**src/design/shape_run_length_delta_decoder_assert.svh**
```systemverilog
// Assertion macros shared by the run-length delta decoder modules.
// Every module that includes this file has ports named clock and reset.
`ifndef SHAPE_RUN_LENGTH_DELTA_DECODER_ASSERT_SVH
`define SHAPE_RUN_LENGTH_DELTA_DECODER_ASSERT_SVH

// Property checked at every clock edge outside reset.
`define SRLD_ASSERT(label, prop, msg) \
   label: assert property (@(posedge clock) disable iff (reset) (prop)) else $error(msg);

// Consequent must hold in the cycle after the antecedent.
`define SRLD_ASSERT_NEXT(label, ante, cons, msg) \
   label: assert property (@(posedge clock) disable iff (reset) (ante) |=> (cons)) \
      else $error(msg);

`endif

```
**src/design/srld_pkg.sv**
```systemverilog
// Shared types, constants and helper functions of the run-length delta decoder.
// Used by srld_core, srld_queue and the top level; depends on nothing.
`timescale 1ns / 1ps
`default_nettype none

package srld_pkg;

   localparam int WORD_W      = 32;
   localparam int TOTAL_W     = 17;
   localparam int MAX_SAMPLES = 65536;
   localparam int REP_W       = 8;
   localparam int PROD_W      = WORD_W + REP_W + 1;
   localparam int SUM_W       = PROD_W + 1;
   localparam int QUEUE_DEPTH = 4;
   localparam int QPTR_W      = 2;
   localparam int QCNT_W      = 3;
   localparam int RSP_DATA_W  = 88;
   localparam int RSP_PAD_W   = RSP_DATA_W - 2 * WORD_W - TOTAL_W;

   localparam logic [0:0] CSR_SAMPLE_TOTAL = 1'b0;
   localparam logic [0:0] CSR_PACKED_TOTAL = 1'b1;

   typedef enum logic [1:0] {
      STATUS_OK       = 2'd0,
      STATUS_BAD_RUN  = 2'd1,
      STATUS_MISMATCH = 2'd2
   } status_type;

   typedef struct packed {
      logic signed [WORD_W-1:0]  first_sample;
      logic signed [WORD_W-1:0]  step;
      logic        [TOTAL_W-1:0] count;
      logic                      last;
      status_type                status;
   } result_type;

   // Results produced by one word; when only one is pushed it is always res_a.
   typedef struct packed {
      logic       push_a;
      logic       push_b;
      result_type res_a;
      result_type res_b;
   } push_type;

   // Saturates a wide signed sum to a Q8.24 word.
   function automatic logic signed [WORD_W-1:0] sat_word(input logic signed [SUM_W-1:0] v);
      logic signed [WORD_W-1:0] r;
      if ((&v[SUM_W-1:WORD_W-1]) || !(|v[SUM_W-1:WORD_W-1])) begin
         r = v[WORD_W-1:0];
      end else if (v[SUM_W-1]) begin
         r = {1'b1, {(WORD_W-1){1'b0}}};
      end else begin
         r = {1'b0, {(WORD_W-1){1'b1}}};
      end
      return r;
   endfunction

   function automatic logic [TOTAL_W-1:0] clamp_total(input logic [TOTAL_W-1:0] v);
      logic [TOTAL_W-1:0] r;
      if (v > TOTAL_W'(MAX_SAMPLES)) begin
         r = TOTAL_W'(MAX_SAMPLES);
      end else begin
         r = v;
      end
      return r;
   endfunction

endpackage

`default_nettype wire

```
**src/design/srld_queue.sv**
```systemverilog
// Result queue of the run-length delta decoder: takes up to two results a cycle,
// hands out one per beat. Depends on srld_pkg and the assertion header.
`timescale 1ns / 1ps
`default_nettype none

`include "shape_run_length_delta_decoder_assert.svh"

module srld_queue (
   input  wire logic               clock,
   input  wire logic               reset,
   input  wire srld_pkg::push_type push,
   output logic                    room,
   output logic                    head_valid,
   output srld_pkg::result_type    head,
   input  wire logic               pop
);
   import srld_pkg::*;

   result_type        entry_ff [QUEUE_DEPTH];
   logic [QPTR_W-1:0] wr_ptr_ff;
   logic [QPTR_W-1:0] wr_ptr_in;
   logic [QPTR_W-1:0] rd_ptr_ff;
   logic [QPTR_W-1:0] rd_ptr_in;
   logic [QCNT_W-1:0] count_ff;
   logic [QCNT_W-1:0] count_in;
   logic              do_pop;

   assign do_pop     = pop && (count_ff != '0);
   assign head_valid = (count_ff != '0);
   assign head       = entry_ff[rd_ptr_ff];
   // Room for the two results a single word may cause.
   assign room       = (count_ff <= QCNT_W'(QUEUE_DEPTH - 2));

   always_comb begin
      wr_ptr_in = wr_ptr_ff + QPTR_W'(push.push_a) + QPTR_W'(push.push_b);
      rd_ptr_in = rd_ptr_ff + QPTR_W'(do_pop);
      count_in  = count_ff + QCNT_W'(push.push_a) + QCNT_W'(push.push_b)
                  - QCNT_W'(do_pop);
   end

   always_ff @(posedge clock) begin
      if (reset) begin
         wr_ptr_ff <= '0;
         rd_ptr_ff <= '0;
         count_ff  <= '0;
      end else begin
         wr_ptr_ff <= wr_ptr_in;
         rd_ptr_ff <= rd_ptr_in;
         count_ff  <= count_in;
      end
   end

   always_ff @(posedge clock) begin
      if (push.push_a) begin
         entry_ff[wr_ptr_ff] <= push.res_a;
      end
      if (push.push_b) begin
         entry_ff[wr_ptr_ff + QPTR_W'(1)] <= push.res_b;
      end
   end

   `SRLD_ASSERT(a_count_bound, count_ff <= QCNT_W'(QUEUE_DEPTH), "result queue overflow")
   `SRLD_ASSERT(a_push_order, !push.push_b || push.push_a, "second result pushed without first")
   `SRLD_ASSERT(a_push_room, !push.push_a || (count_ff <= QCNT_W'(QUEUE_DEPTH - 2)),
                "result pushed without room for two")

endmodule

`default_nettype wire

```
**src/design/srld_core.sv**
```systemverilog
// Decode core: holds the stream state and, while take is high, turns one packed word per
// cycle into up to two segment results. Depends on srld_pkg and the assertion header.
`timescale 1ns / 1ps
`default_nettype none

`include "shape_run_length_delta_decoder_assert.svh"

module srld_core (
   input  wire logic                          clock,
   input  wire logic                          reset,
   input  wire logic                          clear,
   input  wire logic                          take,
   input  wire logic signed [srld_pkg::WORD_W-1:0]  word,
   input  wire logic [srld_pkg::TOTAL_W-1:0]  sample_total,
   input  wire logic [srld_pkg::TOTAL_W-1:0]  packed_total,
   output srld_pkg::push_type                 push
);
   import srld_pkg::*;

   logic signed [WORD_W-1:0] held_ff, held_in;
   logic                     held_valid_ff, held_valid_in;
   logic                     awaiting_ff, awaiting_in;
   logic [TOTAL_W-1:0]       words_seen_ff, words_seen_in;
   logic [TOTAL_W-1:0]       samples_ff, samples_in;
   logic signed [WORD_W-1:0] sum_ff, sum_in;
   logic                     halted_ff, halted_in;

   logic [TOTAL_W-1:0]       st;
   logic [TOTAL_W-1:0]       pt;
   logic                     active;
   logic [TOTAL_W-1:0]       ws_next;
   logic                     last_word;
   logic                     hold_fresh;
   logic                     round_up;
   logic [REP_W:0]           rep_raw;
   logic [REP_W-1:0]         rep_u;
   logic                     rep_bad;
   logic signed [WORD_W-1:0] seg_v1;
   logic signed [WORD_W-1:0] first1;
   logic signed [WORD_W-1:0] first2;
   logic signed [PROD_W-1:0] prod;
   logic signed [WORD_W-1:0] run_sum;
   logic [TOTAL_W-1:0]       se_one;
   logic [TOTAL_W-1:0]       se_two;
   logic [TOTAL_W-1:0]       se_run;
   result_type               err_run;
   result_type               err_total;

   function automatic result_type mk_seg(input logic signed [WORD_W-1:0] first,
                                         input logic signed [WORD_W-1:0] stp,
                                         input logic [TOTAL_W-1:0] cnt,
                                         input logic lst);
      result_type r;
      r.first_sample = first;
      r.step         = stp;
      r.count        = cnt;
      r.last         = lst;
      r.status       = STATUS_OK;
      return r;
   endfunction

   always_comb begin
      st         = clamp_total(sample_total);
      pt         = clamp_total(packed_total);
      active     = !halted_ff && (st != '0) && (words_seen_ff < pt);
      ws_next    = words_seen_ff + TOTAL_W'(1);
      last_word  = (ws_next >= pt);
      hold_fresh = ({1'b0, words_seen_ff} + (TOTAL_W+1)'(2)) < {1'b0, pt};

      // Run count is the integer part truncated toward zero, plus two.
      round_up = word[WORD_W-1] && (|word[WORD_W-REP_W-1:0]);
      rep_raw  = {word[WORD_W-1], word[WORD_W-1:WORD_W-REP_W]}
                 + (REP_W+1)'(round_up) + (REP_W+1)'(2);
      rep_u    = rep_raw[REP_W-1:0];
      rep_bad  = rep_raw[REP_W] || (rep_raw == '0)
                 || (({1'b0, samples_ff} + (TOTAL_W+1)'(rep_u)) > {1'b0, st});

      seg_v1  = (awaiting_ff || held_valid_ff) ? held_ff : word;
      first1  = sat_word(SUM_W'(sum_ff) + SUM_W'(seg_v1));
      first2  = sat_word(SUM_W'(first1) + SUM_W'(word));
      prod    = PROD_W'($signed({1'b0, rep_u})) * PROD_W'(held_ff);
      run_sum = sat_word(SUM_W'(sum_ff) + SUM_W'(prod));
      se_one  = samples_ff + TOTAL_W'(1);
      se_two  = samples_ff + TOTAL_W'(2);
      se_run  = samples_ff + TOTAL_W'(rep_u);

      err_run.first_sample   = '0;
      err_run.step           = '0;
      err_run.count          = '0;
      err_run.last           = 1'b1;
      err_run.status         = STATUS_BAD_RUN;
      err_total              = err_run;
      err_total.status       = STATUS_MISMATCH;

      held_in       = held_ff;
      held_valid_in = held_valid_ff;
      awaiting_in   = awaiting_ff;
      words_seen_in = words_seen_ff;
      samples_in    = samples_ff;
      sum_in        = sum_ff;
      halted_in     = halted_ff;
      push.push_a   = 1'b0;
      push.push_b   = 1'b0;
      push.res_a    = err_total;
      push.res_b    = err_total;

      if (take && active) begin
         words_seen_in = ws_next;
         if (pt == st) begin
            // Uncompressed shape: every word is a one-sample segment.
            push.push_a = 1'b1;
            push.res_a  = mk_seg(word, '0, TOTAL_W'(1), last_word);
            halted_in   = last_word;
         end else if (awaiting_ff) begin
            awaiting_in   = 1'b0;
            held_valid_in = 1'b0;
            push.push_a   = 1'b1;
            if (rep_bad) begin
               push.res_a = err_run;
               halted_in  = 1'b1;
            end else begin
               push.res_a = mk_seg(first1, held_ff, TOTAL_W'(rep_u), se_run >= st);
               sum_in     = run_sum;
               samples_in = se_run;
               if (se_run >= st) begin
                  halted_in = 1'b1;
               end else if (last_word) begin
                  push.push_b = 1'b1;
                  halted_in   = 1'b1;
               end
            end
         end else if (held_valid_ff) begin
            if ((word == held_ff) && !last_word) begin
               awaiting_in = 1'b1;
            end else begin
               // The held word closes as a single sample, then this word starts fresh.
               held_valid_in = 1'b0;
               push.push_a   = 1'b1;
               push.res_a    = mk_seg(first1, held_ff, TOTAL_W'(1), se_one >= st);
               sum_in        = first1;
               samples_in    = se_one;
               if (se_one >= st) begin
                  halted_in = 1'b1;
               end else if (hold_fresh) begin
                  held_in       = word;
                  held_valid_in = 1'b1;
               end else begin
                  push.push_b = 1'b1;
                  push.res_b  = mk_seg(first2, word, TOTAL_W'(1), se_two >= st);
                  sum_in      = first2;
                  samples_in  = se_two;
                  halted_in   = (se_two >= st);
               end
            end
         end else begin
            if (hold_fresh) begin
               held_in       = word;
               held_valid_in = 1'b1;
            end else begin
               push.push_a = 1'b1;
               push.res_a  = mk_seg(first1, word, TOTAL_W'(1), se_one >= st);
               sum_in      = first1;
               samples_in  = se_one;
               if (se_one >= st) begin
                  halted_in = 1'b1;
               end else if (last_word) begin
                  push.push_b = 1'b1;
                  halted_in   = 1'b1;
               end
            end
         end
      end
   end

   always_ff @(posedge clock) begin
      if (reset || clear) begin
         held_ff       <= '0;
         held_valid_ff <= 1'b0;
         awaiting_ff   <= 1'b0;
         words_seen_ff <= '0;
         samples_ff    <= '0;
         sum_ff        <= '0;
         halted_ff     <= 1'b0;
      end else begin
         held_ff       <= held_in;
         held_valid_ff <= held_valid_in;
         awaiting_ff   <= awaiting_in;
         words_seen_ff <= words_seen_in;
         samples_ff    <= samples_in;
         sum_ff        <= sum_in;
         halted_ff     <= halted_in;
      end
   end

   `SRLD_ASSERT(a_halt_quiet, !halted_ff || !push.push_a, "result produced while halted")
   `SRLD_ASSERT_NEXT(a_halt_sticky, halted_ff && !clear, halted_ff,
                     "halt released without a register write")
   `SRLD_ASSERT(a_samples_bound, samples_ff <= st, "more samples than the sample total")

endmodule

`default_nettype wire

```
**src/design/shape_run_length_delta_decoder.sv**
```systemverilog
// Run-length delta shape decoder, top level: input register, configuration
// registers, decode core and result queue. Depends on srld_pkg, srld_core, srld_queue.
//
// Usage: packed Q8.24 words arrive as beats on the req_ stream. Each word gives
// zero, one or two result beats on the rsp_ stream, each a segment (first
// sample, step, count in tdata; last in tlast; status in tuser). A word is
// registered at acceptance and decoded from that register once the queue has room;
// its results are written into the four-entry result queue and offered from there.
// A second result of the same word is written together with the first, behind it.
// One word is taken per cycle while the queue has room for two results; the
// combinational decode, one 9x32 multiply and saturating adds, sets that rate.
// Configuration is written on the csr_ port (index 0 sample_total, index 1
// packed_total), always ready; any write restarts the shape. Reset sets both
// totals to 1 and clears all stream state; no clearing pass is needed. When the
// receiver stalls, results wait in the queue and req_tready drops once fewer
// than two entries are free and a word waits in the input register.
`timescale 1ns / 1ps
`default_nettype none

module shape_run_length_delta_decoder (
   input  wire logic                              clock,
   input  wire logic                              reset,
   input  wire logic                              req_tvalid,
   output logic                                   req_tready,
   input  wire logic [srld_pkg::WORD_W-1:0]       req_tdata,   // packed_word
   output logic                                   rsp_tvalid,
   input  wire logic                              rsp_tready,
   output logic [srld_pkg::RSP_DATA_W-1:0]        rsp_tdata,   // first_sample, step, count
   output logic                                   rsp_tlast,
   output logic [1:0]                             rsp_tuser,   // status
   input  wire logic                              csr_valid,
   output logic                                   csr_ready,
   input  wire logic [0:0]                        csr_index,
   input  wire logic [srld_pkg::TOTAL_W-1:0]      csr_data
);
   import srld_pkg::*;

   logic signed [WORD_W-1:0] word_ff;
   logic                     in_valid_ff, in_valid_in;
   logic [TOTAL_W-1:0]       sample_total_ff, sample_total_in;
   logic [TOTAL_W-1:0]       packed_total_ff, packed_total_in;
   logic                     csr_write;
   logic                     take;
   logic                     room;
   logic                     head_valid;
   result_type               head;
   push_type                 push;

   assign csr_ready  = 1'b1;
   assign csr_write  = csr_valid && csr_ready;
   assign take       = in_valid_ff && room;
   assign req_tready = !in_valid_ff || take;

   always_comb begin
      sample_total_in = sample_total_ff;
      packed_total_in = packed_total_ff;
      if (csr_write) begin
         unique case (csr_index)
            CSR_SAMPLE_TOTAL: sample_total_in = csr_data;
            CSR_PACKED_TOTAL: packed_total_in = csr_data;
            default: ;
         endcase
      end
      if (req_tvalid && req_tready) begin
         in_valid_in = 1'b1;
      end else if (take) begin
         in_valid_in = 1'b0;
      end else begin
         in_valid_in = in_valid_ff;
      end
   end

   always_ff @(posedge clock) begin
      if (reset) begin
         sample_total_ff <= TOTAL_W'(1);
         packed_total_ff <= TOTAL_W'(1);
         in_valid_ff     <= 1'b0;
      end else begin
         sample_total_ff <= sample_total_in;
         packed_total_ff <= packed_total_in;
         in_valid_ff     <= in_valid_in;
      end
   end

   always_ff @(posedge clock) begin
      if (req_tvalid && req_tready) begin
         word_ff <= req_tdata;
      end
   end

   srld_core u_core (
      .clock        (clock),
      .reset        (reset),
      .clear        (csr_write),
      .take         (take),
      .word         (word_ff),
      .sample_total (sample_total_ff),
      .packed_total (packed_total_ff),
      .push         (push)
   );

   srld_queue u_queue (
      .clock      (clock),
      .reset      (reset),
      .push       (push),
      .room       (room),
      .head_valid (head_valid),
      .head       (head),
      .pop        (rsp_tready)
   );

   assign rsp_tvalid = head_valid;
   assign rsp_tdata  = {{RSP_PAD_W{1'b0}}, head.count, head.step, head.first_sample};
   assign rsp_tlast  = head.last;
   assign rsp_tuser  = head.status;

endmodule

`default_nettype wire

```
**config.mk**
```make
export PLATFORM = sky130hd
export DESIGN_NAME = shape_run_length_delta_decoder
export DESIGN_NICKNAME = d
export VERILOG_FILES = /design/src/design/srld_pkg.sv /design/src/design/srld_queue.sv /design/src/design/srld_core.sv /design/src/design/shape_run_length_delta_decoder.sv
export VERILOG_INCLUDE_DIRS = /design/src /design/src/design
export SDC_FILE = /design/constraint.sdc
export NUM_CORES = 2
export LEC_CHECK = 0
export BUFFER_PORTS_ARGS = -buffer_cell sky130_fd_sc_hd__buf_4
export CELL_PAD_IN_SITES_DETAIL_PLACEMENT = 0
export CELL_PAD_IN_SITES_GLOBAL_PLACEMENT = 1
export CORE_ASPECT_RATIO = 1.1
export CORE_MARGIN = 2
export CORE_UTILIZATION = 45
export DETAILED_ROUTE_END_ITERATION = 8
export PLACE_DENSITY_LB_ADDON = 0.12
export SETUP_SLACK_MARGIN = 0.3
export SLEW_MARGIN = 20
export SYNTH_ARGS = -nofsm -noshare
export SYNTH_HDL_FRONTEND = slang
export SYNTH_SLANG_ARGS = --single-unit
```
**constraint.sdc**
```tcl
create_clock -name clock -period 19 [get_ports clock]
set_clock_uncertainty 0.2 [all_clocks]
set_input_delay 1.9 -clock clock [delete_from_list [all_inputs] [get_ports clock]]
set_output_delay 1.9 -clock clock [all_outputs]
set_load 0.01 [all_outputs]
```
==> results.cfg <==
[hold_path]
worstHoldPathCells = 2
min_path_type = reg2reg

[grt]
grt-ovfl-total = 0
grt.busiest_layer = met2
grt_pass1_vias = 34300
gr-usage-all-layers_pct = 31.3
use_met3_pct = 4.62
grt_max_degree = 119
grt.met1_usage_pct = 40.8
antenna_found_initial = 4
grtUsageMet2_pct = 52.2
grt_pass1_wl_um = 223000

[yosys]
synthAdderAreaFrac_pct = 20.1
synth_top_cell_area_share_pct = 21.8
synth_top_family_by_area = adder cells
ys_types = 90
synthTopCellsByArea = edfxtp_1, fa_1, dfxtp_1, ha_1, mux4_2
synth_top_cell_by_area = edfxtp_1
synth_commonest_cells = nand2_1, inv_1, edfxtp_1
synth_seq_cells = 475
synthCells = 4360
syn_avg_cell_area_um2 = 9.47
yosysSeqAreaShare_pct = 30.3
yosys.area_share.simple_pct = 14.2
synth_edf_count = 300
yosys_warnings = 0
synth_xor_area_share_pct = 4.84
synthArstFlopShare_pct = 0
synth_mux_area_share_pct = 6.09
synth_ff_type = edfxtp_1
yosysMostFrequentCell = nand2_1
synth_compound_area_share_pct = 17.8
syn_area_mm2 = 0.0413

[worst_setup_path]
critical_path.startpoint = word_ff[21]$_DFFE_PP_
r2r_cells = 29
rr_endpoint = u_core.sum_ff[29]$_SDFFE_PP0P_
crit_type = reg2reg
r2r_slack_ns = 8.54
critPathRequiredTime_ns = 19.32
cpPeakStageDelay_ns = 0.94
cp_max_fo = 32
critPathCaptureType = register
critPathSlowestCell = or4b_1
arrival_ns = 10.78
start_kind = register
endpoint = u_core.sum_ff[29]$_SDFFE_PP0P_
crit_top_cell = fa_1
rr_startpoint = word_ff[21]$_DFFE_PP_

[route]
ant_nets = 0
post_drt_wl_per_cell_um = 26.9
drcViolationCount = 0
drtIter0Drc = 3218
vias = 34400
drtPass1Iterations = 6
routed_wl_um = 149000
viasPerCell = 6.22

[timing]
setup_viol = 0
fin_crit_ns = 10.46
rsz0062_at_grt = no
timing.final.crit_share_pct = 55.1
fmax_mhz = 95.6
relSlewSlack_pct = 28.5
tns_ns = 0
worst_slack_ns = 8.54
tightest_slew_ns = 1.07
drv_slew = 0
final_hold_viol_count = 0

[layout]
register_area_mm2 = 0.0125
num-fill-cells = 8597
finalCoreUtilization_pct = 49.6
areaGrowthSynthToFinish_pct = 9.37
nets = 4870
drive_gt1_share_pct = 11.4
multi_input_area_mm2 = 0.0262

[cts]
htree_levels = 2
cts_root_buffer = clkbuf_16
clock-sinks = 475
cts_resized = 0
cts_tree = built
cts_made_buffers = 55
clk_latency_ns = 0.64
clkTransAtPathRegs_ns = 0.06
cts.path.max_buffers = 3
post_cts_buffers = 0
hold_buffers = 0

[die]
io_pins = 149
die-area_mm2 = 0.0942
die_x_um = 293
coreArea_mm2 = 0.0910
initial_core_util_pct = 45.4
die_height_um = 322
rows = 116

[pwr]
max-vdd-ir-drop_mv = 0.0687
total_power_uw = 4150
leakagePower_uw = 0.0182
powerDensity_mw_per_mm2 = 92.0

[run]
drv_cap = 0

[outcome]
status = finished clean

[placed_design]
gp_congestion = 1.01
dp_slack_ns = 8.68
dp_hpwl_um = 107000
port_buffers = 131
-- worst max-delay path, delay by kind of cell (launching register included) --
family	cells	cell delay, ns
compound gates	6	1.55
fa+ha+maj	8	3.60
buf+inv	5	0.89
flops	1	0.63
simple gates	10	3.41
-- metal layers --
| layer | up-vias | part of all wire, % |
|---|---|---|
| met5 | - | 0 |
| met4 | 0 | 4.6 |
| met3 | 307 | 7.0 |
| met2 | 1466 | 47 |
| met1 | 17100 | 41 |
| li1 | 15500 | - |
-- report_power, final --
| group | total [uW] | switching (uW) | internal (uW) |
|---|---|---|---|
| clock | 1170 | 469 | 704 |
| combinational | 1780 | 1160 | 613 |
| sequential | 1210 | 70.3 | 1130 |
-- worst min path at each step --
stage | start | endpoint | slack, ns
6_report | u_queue.entry_ff[2][5]$_SDFFE_PP0P_ | u_queue.entry_ff[2][5]$_SDFFE_PP0P_ | 0.25
4_1_cts | u_queue.entry_ff[3][4]$_SDFFE_PP0P_ | u_queue.entry_ff[3][4]$_SDFFE_PP0P_ | 0.25
3_3_place_gp | u_queue.entry_ff[3][6]$_SDFFE_PP0P_ | u_queue.entry_ff[3][6]$_SDFFE_PP0P_ | 0.24
2_1_floorplan | u_core.halted_ff$_SDFFE_PP0P_ | u_core.halted_ff$_SDFFE_PP0P_ | 0.23
5_1_grt | u_queue.entry_ff[3][4]$_SDFFE_PP0P_ | u_queue.entry_ff[3][4]$_SDFFE_PP0P_ | 0.26
3_5_place_dp | u_queue.entry_ff[3][4]$_SDFFE_PP0P_ | u_queue.entry_ff[3][4]$_SDFFE_PP0P_ | 0.24
-- flip-flops by register name, summed over array words and instances (netlist names), 2 cells and up --
name	cells
u_core.samples_ff	17
u_queue.rd_ptr_ff	2
u_core.held_ff	32
u_queue.count_ff	3
sample_total_ff	17
packed_total_ff	17
u_core.sum_ff	32
word_ff	32
u_queue.wr_ptr_ff	2
u_queue.entry_ff	300
u_core.words_seen_ff	17
-- layout by cell type, fill, tap and decap left out, types with 18 or more instances in the layout --
| cell | synthesis | layout |
|---|---|---|
| nor3_1 | 44 | 41 |
| nor2_1 | 263 | 260 |
| a22o_1 | 44 | 44 |
| ha_1 | 274 | 274 |
| dfxtp_1 | 175 | 172 |
| and3_1 | 30 | 28 |
| mux4_2 | 75 | 75 |
| and2_1 | 146 | 144 |
| o21a_1 | 18 | 18 |
| a211oi_1 | 34 | 34 |
| nand4_1 | 53 | 53 |
| o21ai_0 | 191 | 191 |
| a22oi_1 | 49 | 49 |
| edfxtp_1 | 300 | 300 |
| inv_1 | 332 | 331 |
| a21oi_1 | 236 | 235 |
| a21o_1 | 60 | 59 |
| nand2b_1 | 30 | 29 |
| nor4_1 | 21 | 20 |
| xor2_1 | 91 | 91 |
| a221oi_1 | 30 | 30 |
| buf_4 | 18 | 224 |
| nand3_1 | 76 | 76 |
| fa_1 | 243 | 243 |
| o22ai_1 | 98 | 98 |
| a32o_1 | 129 | 129 |
| xnor2_1 | 137 | 135 |
| nand2_1 | 445 | 440 |
| clkbuf_16 | 0 | 58 |
| mux2_2 | 35 | 35 |
| nor2b_1 | 59 | 59 |
| mux2i_1 | 43 | 42 |
-- per-stage QoR --
step / instance area, um^2 / hold slack [ns] / cells
global route: 45100 / 0.262 / 5524
CTS: 45100 / 0.250 / 5524
floorplan: 41300 / 0.226 / 4375
global placement: 43100 / 0.236 / 5421
detailed placement: 43100 / 0.242 / 5421
finish: 45100 / 0.249 / 5527
-- final cells by class --
cell class                      instances  share of cell area (%)
Multi-Input combinational cell       3205                    58.0
Sequential cell                       475                    27.7
Timing Repair Buffer                  225                    3.75
Clock buffer                           70                    3.45
Tap cell                             1180                    3.27
Inverter                              336                    2.79
Clock inverter                         33                   0.942
Antenna cell                            3                  0.0166
-- kinds of logic (layout without fill, tap and decap cells) --
family,Yosys count,in the layout
AO/OA/AOI/OAI,1055,1055
XOR/XNOR,228,228
adder cells (fa/ha/maj),517,517
buffers and inverters,695,664
flip-flops,475,475
multiplexers,153,153
other,2,20
AND/OR/NAND/NOR,1235,1235
Note: power is estimated with default switching activity, not from simulation.
